==> src/hdl/ibs_pkg.sv <==
// ----------------------------------------------------------------------------
// ibs_pkg
// Types and constants of the inode block store: beat payloads, command and
// status codes, and the control bundles between the sequencer and its units.
// ----------------------------------------------------------------------------
package ibs_pkg;

  localparam int FILE_SLOTS      = 16;
  localparam int NUM_BLOCKS      = 64;
  localparam int BLOCK_BYTES     = 16;
  localparam int BLOCKS_PER_FILE = 8;

  localparam int SLOT_W   = 4;
  localparam int BLK_W    = 6;
  localparam int OFF_W    = 4;
  localparam int BPF_W    = 3;
  localparam int ENTRY_W  = SLOT_W + BPF_W;
  localparam int DISK_AW  = BLK_W + OFF_W;
  localparam int FREE_W   = 7;
  localparam int NEED_W   = 5;

  localparam logic [1:0] CMD_OPEN = 2'd0;
  localparam logic [1:0] CMD_DATA = 2'd1;
  localparam logic [1:0] CMD_READ = 2'd2;

  localparam logic [2:0] ST_OK        = 3'd0;
  localparam logic [2:0] ST_NO_SLOT   = 3'd1;
  localparam logic [2:0] ST_DISK_FULL = 3'd2;
  localparam logic [2:0] ST_BAD_SLOT  = 3'd3;
  localparam logic [2:0] ST_PAST_SIZE = 3'd4;
  localparam logic [2:0] ST_NO_WRITE  = 3'd5;
  localparam logic [2:0] ST_BUSY      = 3'd6;

  typedef struct packed {
    logic [1:0] command;
    logic [3:0] file_slot;
    logic [6:0] byte_offset;
    logic [7:0] file_size;
    logic [7:0] data_byte;
  } in_t;

  typedef struct packed {
    logic [2:0] status;
    logic [3:0] slot_out;
    logic [7:0] read_byte;
  } out_t;

  // bitmap and free-count updates
  typedef struct packed {
    logic              claim_slot;
    logic [SLOT_W-1:0] slot_idx;
    logic              reserve;
    logic [NEED_W-1:0] need;
    logic              claim_blk;
    logic [BLK_W-1:0]  blk_idx;
  } alloc_ctl_t;

  // memory port requests
  typedef struct packed {
    logic               size_we;
    logic [SLOT_W-1:0]  size_waddr;
    logic [7:0]         size_wdata;
    logic [SLOT_W-1:0]  size_raddr;
    logic               list_we;
    logic [ENTRY_W-1:0] list_waddr;
    logic [BLK_W-1:0]   list_wdata;
    logic [ENTRY_W-1:0] list_raddr;
    logic               disk_we;
    logic [DISK_AW-1:0] disk_waddr;
    logic [7:0]         disk_wdata;
    logic [DISK_AW-1:0] disk_raddr;
  } store_req_t;

endpackage

==> src/hdl/ibs_alloc.sv <==
// ----------------------------------------------------------------------------
// ibs_alloc
// Slot and block bitmaps, free-block count and lowest-free searches.
// ----------------------------------------------------------------------------
module ibs_alloc (
  input  logic                              clk,
  input  logic                              rst_n,
  input  ibs_pkg::alloc_ctl_t               ctl,
  output logic [ibs_pkg::FILE_SLOTS-1:0]    slot_used,
  output logic                              free_slot_ok,
  output logic [ibs_pkg::SLOT_W-1:0]        free_slot_idx,
  output logic                              free_blk_ok,
  output logic [ibs_pkg::BLK_W-1:0]         free_blk_idx,
  output logic [ibs_pkg::FREE_W-1:0]        free_blocks
);

  logic [ibs_pkg::FILE_SLOTS-1:0]  slot_used_r;
  logic [ibs_pkg::NUM_BLOCKS-1:0]  blk_used_r;
  logic [ibs_pkg::FREE_W-1:0]      free_r;

  always_ff @(posedge clk) begin
    if (!rst_n) begin
      slot_used_r <= '0;
      blk_used_r  <= '0;
      free_r      <= ibs_pkg::FREE_W'(ibs_pkg::NUM_BLOCKS);
    end else begin
      if (ctl.claim_slot) slot_used_r[ctl.slot_idx] <= 1'b1;
      if (ctl.claim_blk)  blk_used_r[ctl.blk_idx]   <= 1'b1;
      if (ctl.reserve)    free_r <= free_r - {2'b00, ctl.need};
    end
  end

  // lowest index wins: scan downward, last hit stays
  always_comb begin
    free_slot_ok  = 1'b0;
    free_slot_idx = '0;
    for (int i = ibs_pkg::FILE_SLOTS - 1; i >= 0; i--) begin
      if (!slot_used_r[i]) begin
        free_slot_ok  = 1'b1;
        free_slot_idx = ibs_pkg::SLOT_W'(i);
      end
    end
  end

  always_comb begin
    free_blk_ok  = 1'b0;
    free_blk_idx = '0;
    for (int i = ibs_pkg::NUM_BLOCKS - 1; i >= 0; i--) begin
      if (!blk_used_r[i]) begin
        free_blk_ok  = 1'b1;
        free_blk_idx = ibs_pkg::BLK_W'(i);
      end
    end
  end

  assign slot_used   = slot_used_r;
  assign free_blocks = free_r;

endmodule

==> config.mk <==
export PLATFORM = sky130hd
export DESIGN_NAME = ibs_alloc
export DESIGN_NICKNAME = d
export VERILOG_FILES = /design/src/hdl/ibs_pkg.sv /design/src/hdl/ibs_alloc.sv
export SDC_FILE = /design/constraint.sdc
export NUM_CORES = 1
export LEC_CHECK = 0
export BUFFER_PORTS_ARGS = -buffer_cell sky130_fd_sc_hd__buf_4
export CORE_ASPECT_RATIO = 1.5
export CORE_MARGIN = 2
export CORE_UTILIZATION = 45
export DETAILED_ROUTE_END_ITERATION = 6
export PLACE_DENSITY_LB_ADDON = 0.2
export SLEW_MARGIN = 20
export SYNTH_ARGS = -nofsm -noshare
export SYNTH_HDL_FRONTEND = slang
export SYNTH_SLANG_ARGS = --single-unit
==> constraint.sdc <==
create_clock -name clk -period 1.94 [get_ports clk]
set_input_delay 0.388 -clock clk [delete_from_list [all_inputs] [get_ports clk]]
set_output_delay 0.388 -clock clk [all_outputs]
set_load 0.1 [all_outputs]
Word level (Yosys, flattened, before mapping) --
Index checks and enable logic that the tools add are counted.
Word-level totals: register bits after elaboration 87, output and inout port bits 35, word-level logic and storage cells 176
Cells by class: add/sub/neg operators 1, magnitude comparators 4, multiplexer cells 164, bitwise operators 2, reductions and logical operators 2
Operators with widths (number):
- $mux W6 | 64
- $mux W1 | 82
- $mux W4 | 16
- $or A64 B64 Y64 | 1
- $or A16 B16 Y16 | 1
- $lt A6 B7 Y1 const B | 1
- $sub A7 B5 Y7 | 1
- $demux W1 S6 | 1
- $ge A6 B1 Y1 const B | 1
- $lt A4 B5 Y1 const B | 1
- $demux W1 S4 | 1
- $ge A4 B1 Y1 const B | 1
- $logic_and A1 B1 Y1 | 2

Longest topological paths before layout --
Gate-level depths: netlist (run 1).
depth in word-level cells 64, gate-level depth with buffers 8, mapped depth without buffers 8

Worst setup path after synthesis (run 1) --
Ideal clock, no wire load.
kind reg-to-output, from reg slot_used_r, in the netlist slot_used[14], to out free_slot_idx[0] in the netlist's numbering, arrival 3.747 ns, data required time 1.552 ns, slack -2.195 ns, stages on the path, launching flop included 6, buffers on the path 0, cells stage by stage dfxtp_1 -> nor2b_1 -> o21ai_0 -> a21boi_0 -> o221ai_1 -> o21ai_0
On the way: longest elaborated chain between the ends 15
Ends and longest elaborated chain:
- start: declaration | line ibs_alloc.sv:17 | logic [ibs_pkg::FILE_SLOTS-1:0] slot_used_r;
- start signal: assignment | line ibs_alloc.sv:23 | slot_used_r <= '0;
- start signal: indexed assignment | line ibs_alloc.sv:27 | if (ctl.claim_slot) slot_used_r[ctl.slot_idx] <= 1'b1;
- $mux W4 (15 in series) | line ibs_alloc.sv:38 | if (!slot_used_r[i]) begin
- end: declaration | line ibs_alloc.sv:11 | output logic [ibs_pkg::SLOT_W-1:0] free_slot_idx,
No other way between the ends.

Worst setup path in the final report (run 1) --
from reg blk_used_r[62] in the netlist's numbering, to out free_blk_idx[1] in the netlist's numbering
On the way: longest elaborated chain between the ends 63
Ends and longest elaborated chain:
- start: declaration | line ibs_alloc.sv:18 | logic [ibs_pkg::NUM_BLOCKS-1:0] blk_used_r;
- start signal: assignment | line ibs_alloc.sv:24 | blk_used_r <= '0;
- start signal: indexed assignment | line ibs_alloc.sv:28 | if (ctl.claim_blk) blk_used_r[ctl.blk_idx] <= 1'b1;
- $mux W6 (63 in series) | line ibs_alloc.sv:49 | if (!blk_used_r[i]) begin
- end: declaration | line ibs_alloc.sv:13 | output logic [ibs_pkg::BLK_W-1:0] free_blk_idx,
No other way between the ends.

==> flow_summary.toml, run 1 <==
[critical_path]
timing.critical_path.slowest_stage_cell = "a311o_1"
slowest_delay_ns = 0.37
worstPathMaxFanout = 3
critical_path_required_ns = 1.55
crit_chain = "nand2_1, a311o_1, a211o_1, a31oi_2, buf_4, a21oi_4, buf_12"
critPathArrivalTime_ns = 1.94
cp-start-kind = "register"
cp-end-kind = "primary output"
crit_type = "register to primary output"

[timing]
min_period_ns = 2.33
tns_ns = -2.47
rsz0062_at_grt = "yes"
hold_ws_ns = 0.358
finalSetupViolations = 8
finalCritPeriodShare_pct = 120
skew_ns = 0.000856
worst_slew_pin_slew_ns = 0.635
fmax_mhz = 429
slew_headroom_pct = 57.5
hold_viol = 0
slew_violations = 0
setup_slack_ns = -0.392

[routing]
drc = 0
ant_nets = 0
first_pass_iters = 5
avgViaCountPerCell = 5.80
wl_per_cell_um = 16.9
drt_wl_total_um = 13100
vias = 4515
dr.first_iter.drc_count = 332

[place]
gp_congestion = 0.935
hpwl_um = 9060
portBuffers = 54

[clocking]
cts-root-buf = "clkbuf_16"
cts_buffers = 9
insertion_delay_ns = 0.34
clk_path_buf_depth = 2
htreeDepth = 3
clk_pin_slew_worst_paths_ns = 0.06
cts.sinks = 87
cts_tree = "built"

[yosys]
synth_area_leader_cell = "dfxtp_1"
synth_seq_cells = 87
yosysSeqAreaShare_pct = 41.1
async_flop_share_pct = 0
synth_top_area_share_pct = 41.1
ys_dominant_reg_cell = "dfxtp_1"
ys_types = 52
syn_avg_cell_area_um2 = 8.26
synthCells = 513
synthesis.nets = 539
synth_area_leaders = "dfxtp_1 (41%), nor2b_1 (9.5%), a21oi_1 (7.9%), o21a_1 (5.1%), nand2_1 (3.3%)"
synth_area_mm2 = 0.00424
ys_warn_count = 0
synth_edf_count = 0

[run]
drv_cap = 0

[finish]
num-fill-cells = 719
final_nets = 688
drive_gt1_share_pct = 41.8
antenna_cells = 0
syn2layout_area_growth_pct = 51.7

[pwr]
peakVddDrop_mv = 0.514
p_per_area_mw_per_mm2 = 660
p_leak_nw = 2.48
finalPower_w = 0.00424

[global_route]
grt_max_degree = 65
grt_usage_pct = 25.6
grt_pass1_vias = 4352
antenna_found_initial = 0
overflow = 0
grt_pass1_wl_um = 20700

[floorplan]
die-area_mm2 = 0.0102
num_rows = 43
ioPinCount = 55
core_area_mm2 = 0.00920
dieWidth_um = 83.2
die_h_um = 123
initial_core_util_pct = 46.0

[outcome]
status = "finished with violations"
violations = "negative setup slack"

[hold_path]
hp-class = "input pin to register"
==> metal layers <==
| metal | global-route usage (%) | wire, µm | vias up |
|---|---|---|---|
| met2 | 45.8 | 6750 | 185 |
| met4 | 16.8 | 699 | 0 |
| met5 | 0 | 0 | - |
| met3 | 4.64 | 684 | 52 |
| li1 | - | - | 2152 |
| met1 | 27.8 | 5010 | 2126 |
==> placed cells by master, fill, tap and decap left out, types with 3 or more instances in the layout <==
cell / instances
nand2_4: 5
nor3_4: 3
nor2_2: 3
nor3b_1: 3
clkbuf_16: 10
a21oi_1: 62
a21oi_2: 3
nand3_1: 16
buf_4: 137
nor3b_2: 3
nor4_1: 4
dfxtp_2: 30
a21boi_2: 3
ha_1: 5
o21a_1: 29
nor3_1: 21
dfxtp_4: 20
dfxtp_1: 37
a31oi_1: 5
nand4_1: 16
buf_12: 7
nand2_2: 5
o21ai_0: 13
nand3b_1: 3
buf_8: 3
nand2_1: 27
nor2_1: 20
nor2b_1: 64
buf_6: 10
inv_1: 21
nand2b_1: 11
==> cells in the mapped netlist (2+ instances only) <==
master	n
clkbuf_1	18
nand3_1	17
and4_1	5
nor3b_2	3
dfxtp_1	87
inv_1	21
o211a_1	2
or2_2	2
o21ai_0	16
nand4_1	16
nand2_1	37
a21oi_1	67
a21o_1	2
and3b_1	2
nor2b_1	64
a31oi_1	9
and2_1	2
o21a_1	29
nand2b_1	12
nor2_1	24
nor3_1	24
o211ai_1	2
nor3b_1	3
a211oi_1	2
a311o_1	2
o31ai_1	2
nand3b_1	3
ha_1	5
o221ai_1	3
nor4_1	5
a21boi_0	3
o2111ai_1	4
==> kinds of logic (layout without fill, tap and decap cells) <==
kind of cell	Yosys count	after routing	share of synthesized area, %
multiplexers	1	1	0.236
adder cells (fa/ha/maj)	6	6	1.95
AO/OA/AOI/OAI	154	154	23.1
buffers and inverters	40	194	3.57
AND/OR/NAND/NOR	224	224	29.8
flip-flops	87	87	41.1
XOR/XNOR	1	1	0.207
==> final timing paths <==
check	depth (start not counted)	startpoint	end	slack [ns]
worst max-delay path	7	blk_used_r[62]	free_blk_idx[1]	-0.39
worst min-delay path	2	ctl[12]	free_blocks[0]	0.36
worst max register to register	8	free_blocks[0]	free_blocks[6]	0.18
worst min register to register	1	blk_used_r[60]	blk_used_r[60]	0.48
==> report_power, final <==
| group | leakage [nW] | switching, W | internal [W] | total, W |
|---|---|---|---|---|
| sequential | 0.734 | 0.0000394 | 0.00181 | 0.00185 |
| clock | 0.152 | 0.000692 | 0.00111 | 0.00180 |
| combinational | 1.60 | 0.000397 | 0.000195 | 0.000592 |
==> state kept, by name (all words and copies together) (netlist names) <==
| name | count |
|---|---|
| free_blocks | 7 |
| slot_used | 16 |
| blk_used_r | 64 |
==> worst max-delay path, delay by kind of cell (launching register included) <==
| kind | cells | cell delay [ns] |
|---|---|---|
| DFF | 1 | 0.34 |
| and+or+nand+nor | 1 | 0.05 |
| buffers and inverters | 2 | 0.31 |
| AOI/OAI and AO/OA | 4 | 0.90 |
==> metrics by stage <==
| step | instances | utilization (%) | setup WS [ns] | cell area, µm² |
|---|---|---|---|---|
| 3_3_place_gp | 750 | 60.9 | -0.155 | 5600 |
| 6_report | 779 | 69.8 | -0.392 | 6420 |
| 4_1_cts | 772 | 67.9 | -0.454 | 6240 |
| 3_5_place_dp | 750 | 60.9 | -0.269 | 5600 |
| 2_1_floorplan | 513 | - | -0.331 | 4450 |
| 5_1_grt | 779 | 69.8 | -0.444 | 6420 |
==> layout make-up <==
type,count,area [µm²],share of cell area (%)
multi-input cells,386,2710,42.2
flip-flops and latches,87,1850,28.9
repair buffers,157,1330,20.6
clock buffers,13,272,4.23
well taps,112,140,2.18
inverters,21,78.8,1.23
clock inverters,3,38.8,0.604
==> repair_timing <==
item                       4_1_cts  5_1_grt
hold buffers                     0        0
gates cloned                     0        0
buffers inserted                 6        9
gates resized for setup         76       32
pin swaps                       28       29
setup endpoints to repair        9       11
Note: power is estimated with default switching activity, not from simulation.
==> inputs of run 2 (changes only) <==
- BUFFER_PORTS_ARGS: -buffer_cell sky130_fd_sc_hd__buf_4 -> unset
- DONT_BUFFER_PORTS: unset -> 1
==> flow_summary.toml, run 2 (synthesized netlist as in run 1, its figures left out) <==
[outcome]
status = "finished with violations"
violations = "negative setup slack"

[timing]
tns_ns = -2.27
min_period_ns = 2.38
setup_slack_ns = -0.437
finalSetupViolations = 9
worst_slew_pin_slew_ns = 0.545
skew_ns = 0.00137
slew_violations = 0
rsz0062_at_grt = "yes"
slew_headroom_pct = 63.5
fmax_mhz = 421
hold_viol = 0
finalCritPeriodShare_pct = 123

[clocking]
cts.sinks = 87
cts_buffers = 9
clk_path_buf_depth = 2
htreeDepth = 3
cts_hold_buf = 0
insertion_delay_ns = 0.34
clk_pin_slew_worst_paths_ns = 0.06
cts-root-buf = "clkbuf_16"
cts_tree = "built"

[floorplan]
core_area_mm2 = 0.00920
num_rows = 43
dieWidth_um = 83.2
die_h_um = 123
ioPinCount = 55
initial_core_util_pct = 46.0
die-area_mm2 = 0.0102

[routing]
dr.max_layer_used = "met4"
dr_wl_met2_um = 6630
vias = 4176
drt_wl_total_um = 12400
first_pass_iters = 4
ant_nets = 0
met1_length_um = 4680
wl_met3_um = 636
avgViaCountPerCell = 5.70
drc = 0
dr.first_iter.drc_count = 318
wl_per_cell_um = 16.9

[critical_path]
reg2reg_depth = 8
cp-start-kind = "register"
slowest_delay_ns = 0.36
critical_path_required_ns = 1.55
r2r_start = "free_blocks[0]"
cp-end-kind = "primary output"
timing.critical_path.slowest_stage_cell = "a311o_1"
crit_type = "register to primary output"
worstPathMaxFanout = 4
r2r-end = "free_blocks[6]"
crit_chain = "buf_6, a311o_1, a211o_1, a31oi_1, buf_4, a21oi_4, buf_12"
critPathArrivalTime_ns = 1.99
reg2reg_slack_ns = 0.17

[place]
gp_congestion = 0.872
dp_slack_ns = -0.142
place_area_mm2 = 0.00544
hpwl_um = 8900
portBuffers = 0

[finish]
final_nets = 642
syn2layout_area_growth_pct = 43.0
num-fill-cells = 768
final_util_pct = 65.9
register_area_mm2 = 0.00185
largest_register_ffs = 64
antenna_cells = 0
multi_input_area_mm2 = 0.00266
finish.instance_area_mm2 = 0.00606
regMostFlops = "blk_used_r"
drive_gt1_share_pct = 36.7
layout_commonest_cell = "buf_4"
final_cell_mix = "buf_4 (94), nor2b_1 (63), a21oi_1 (61), dfxtp_1 (38)"

[global_route]
grt_max_degree = 91
grt_usage_pct = 25.0
grt_pass1_vias = 4295
overflow = 0
antenna_found_initial = 0
grt_pass1_wl_um = 20300

[hold_path]
hold_path_depth = 1
min-delay-start = "rst_n"
min_to = "free_blocks[6]"
hp-class = "input pin to register"

[pwr]
finalPower_w = 0.00425
p_per_area_mw_per_mm2 = 701
p_leak_nw = 2.24
peakVddDrop_mv = 0.581

[run]
drv_cap = 0
## run 2: changes by cell type in the layout (fill, tap and decap cells not counted), sizes merged
| cell | change |
|---|---|
| buf | -46 |
| bufinv | +1 |
| clkbuf | -3 |
| clkinv | -1 |
| inv | +3 |
## run 2: per-layer routing
metal	global-route usage [%]	up-vias
met5	0	-
met4	16.3	0
met3	3.23	33
met2	46.3	133
met1	26.7	1952
li1	-	2058
## run 2: timing repair
action,4_1_cts,5_1_grt
pin swaps,26,9
buffers inserted,9,0
endpoints found under the setup margin,11,10
endpoints found under the hold margin,0,0
gates resized for setup,56,12
## run 2: through the flow
step,std cells,hold WS [ns]
4_1_cts,733,0.140
6_report,733,0.153
3_5_place_dp,708,0.491
3_3_place_gp,708,0.473
2_1_floorplan,513,0.472
5_1_grt,733,0.149
## run 2: worst max-delay path by stage
stage / endpoint / start / cells past startpoint
3_5_place_dp: free_blk_idx[1] / blk_used_r[63] / 8
4_1_cts: free_blk_idx[2] / blk_used_r[63] / 6
6_report: free_blk_idx[1] / blk_used_r[60] / 7
3_3_place_gp: free_blk_idx[1] / blk_used_r[63] / 8
5_1_grt: free_blk_idx[2] / blk_used_r[63] / 6
2_1_floorplan: free_blk_ok / blk_used_r[35] / 4
## run 2: critical path, delay by kind of cell (launching register included)
kind	cells	cell delay [ns]
AO/OA/AOI/OAI	4	0.87
buffers and inverters	3	0.45
flip-flops	1	0.33
## run 2: layout make-up
cell class	count	share of cell area, %
well taps	112	2.31
multi-input cells	386	43.8
flip-flops and latches	87	30.6
clock inverters	6	1.49
clock buffers	10	3.94
inverters	21	1.30
repair buffers	111	16.5
## run 2: report_power, final
group | switching [W] | internal [W] | leakage [nW]
Combinational | 0.000354 | 0.000165 | 1.34
Sequential | 0.0000296 | 0.00181 | 0.733
Clock | 0.000723 | 0.00117 | 0.164
Total | 0.00111 | 0.00314 | 2.24
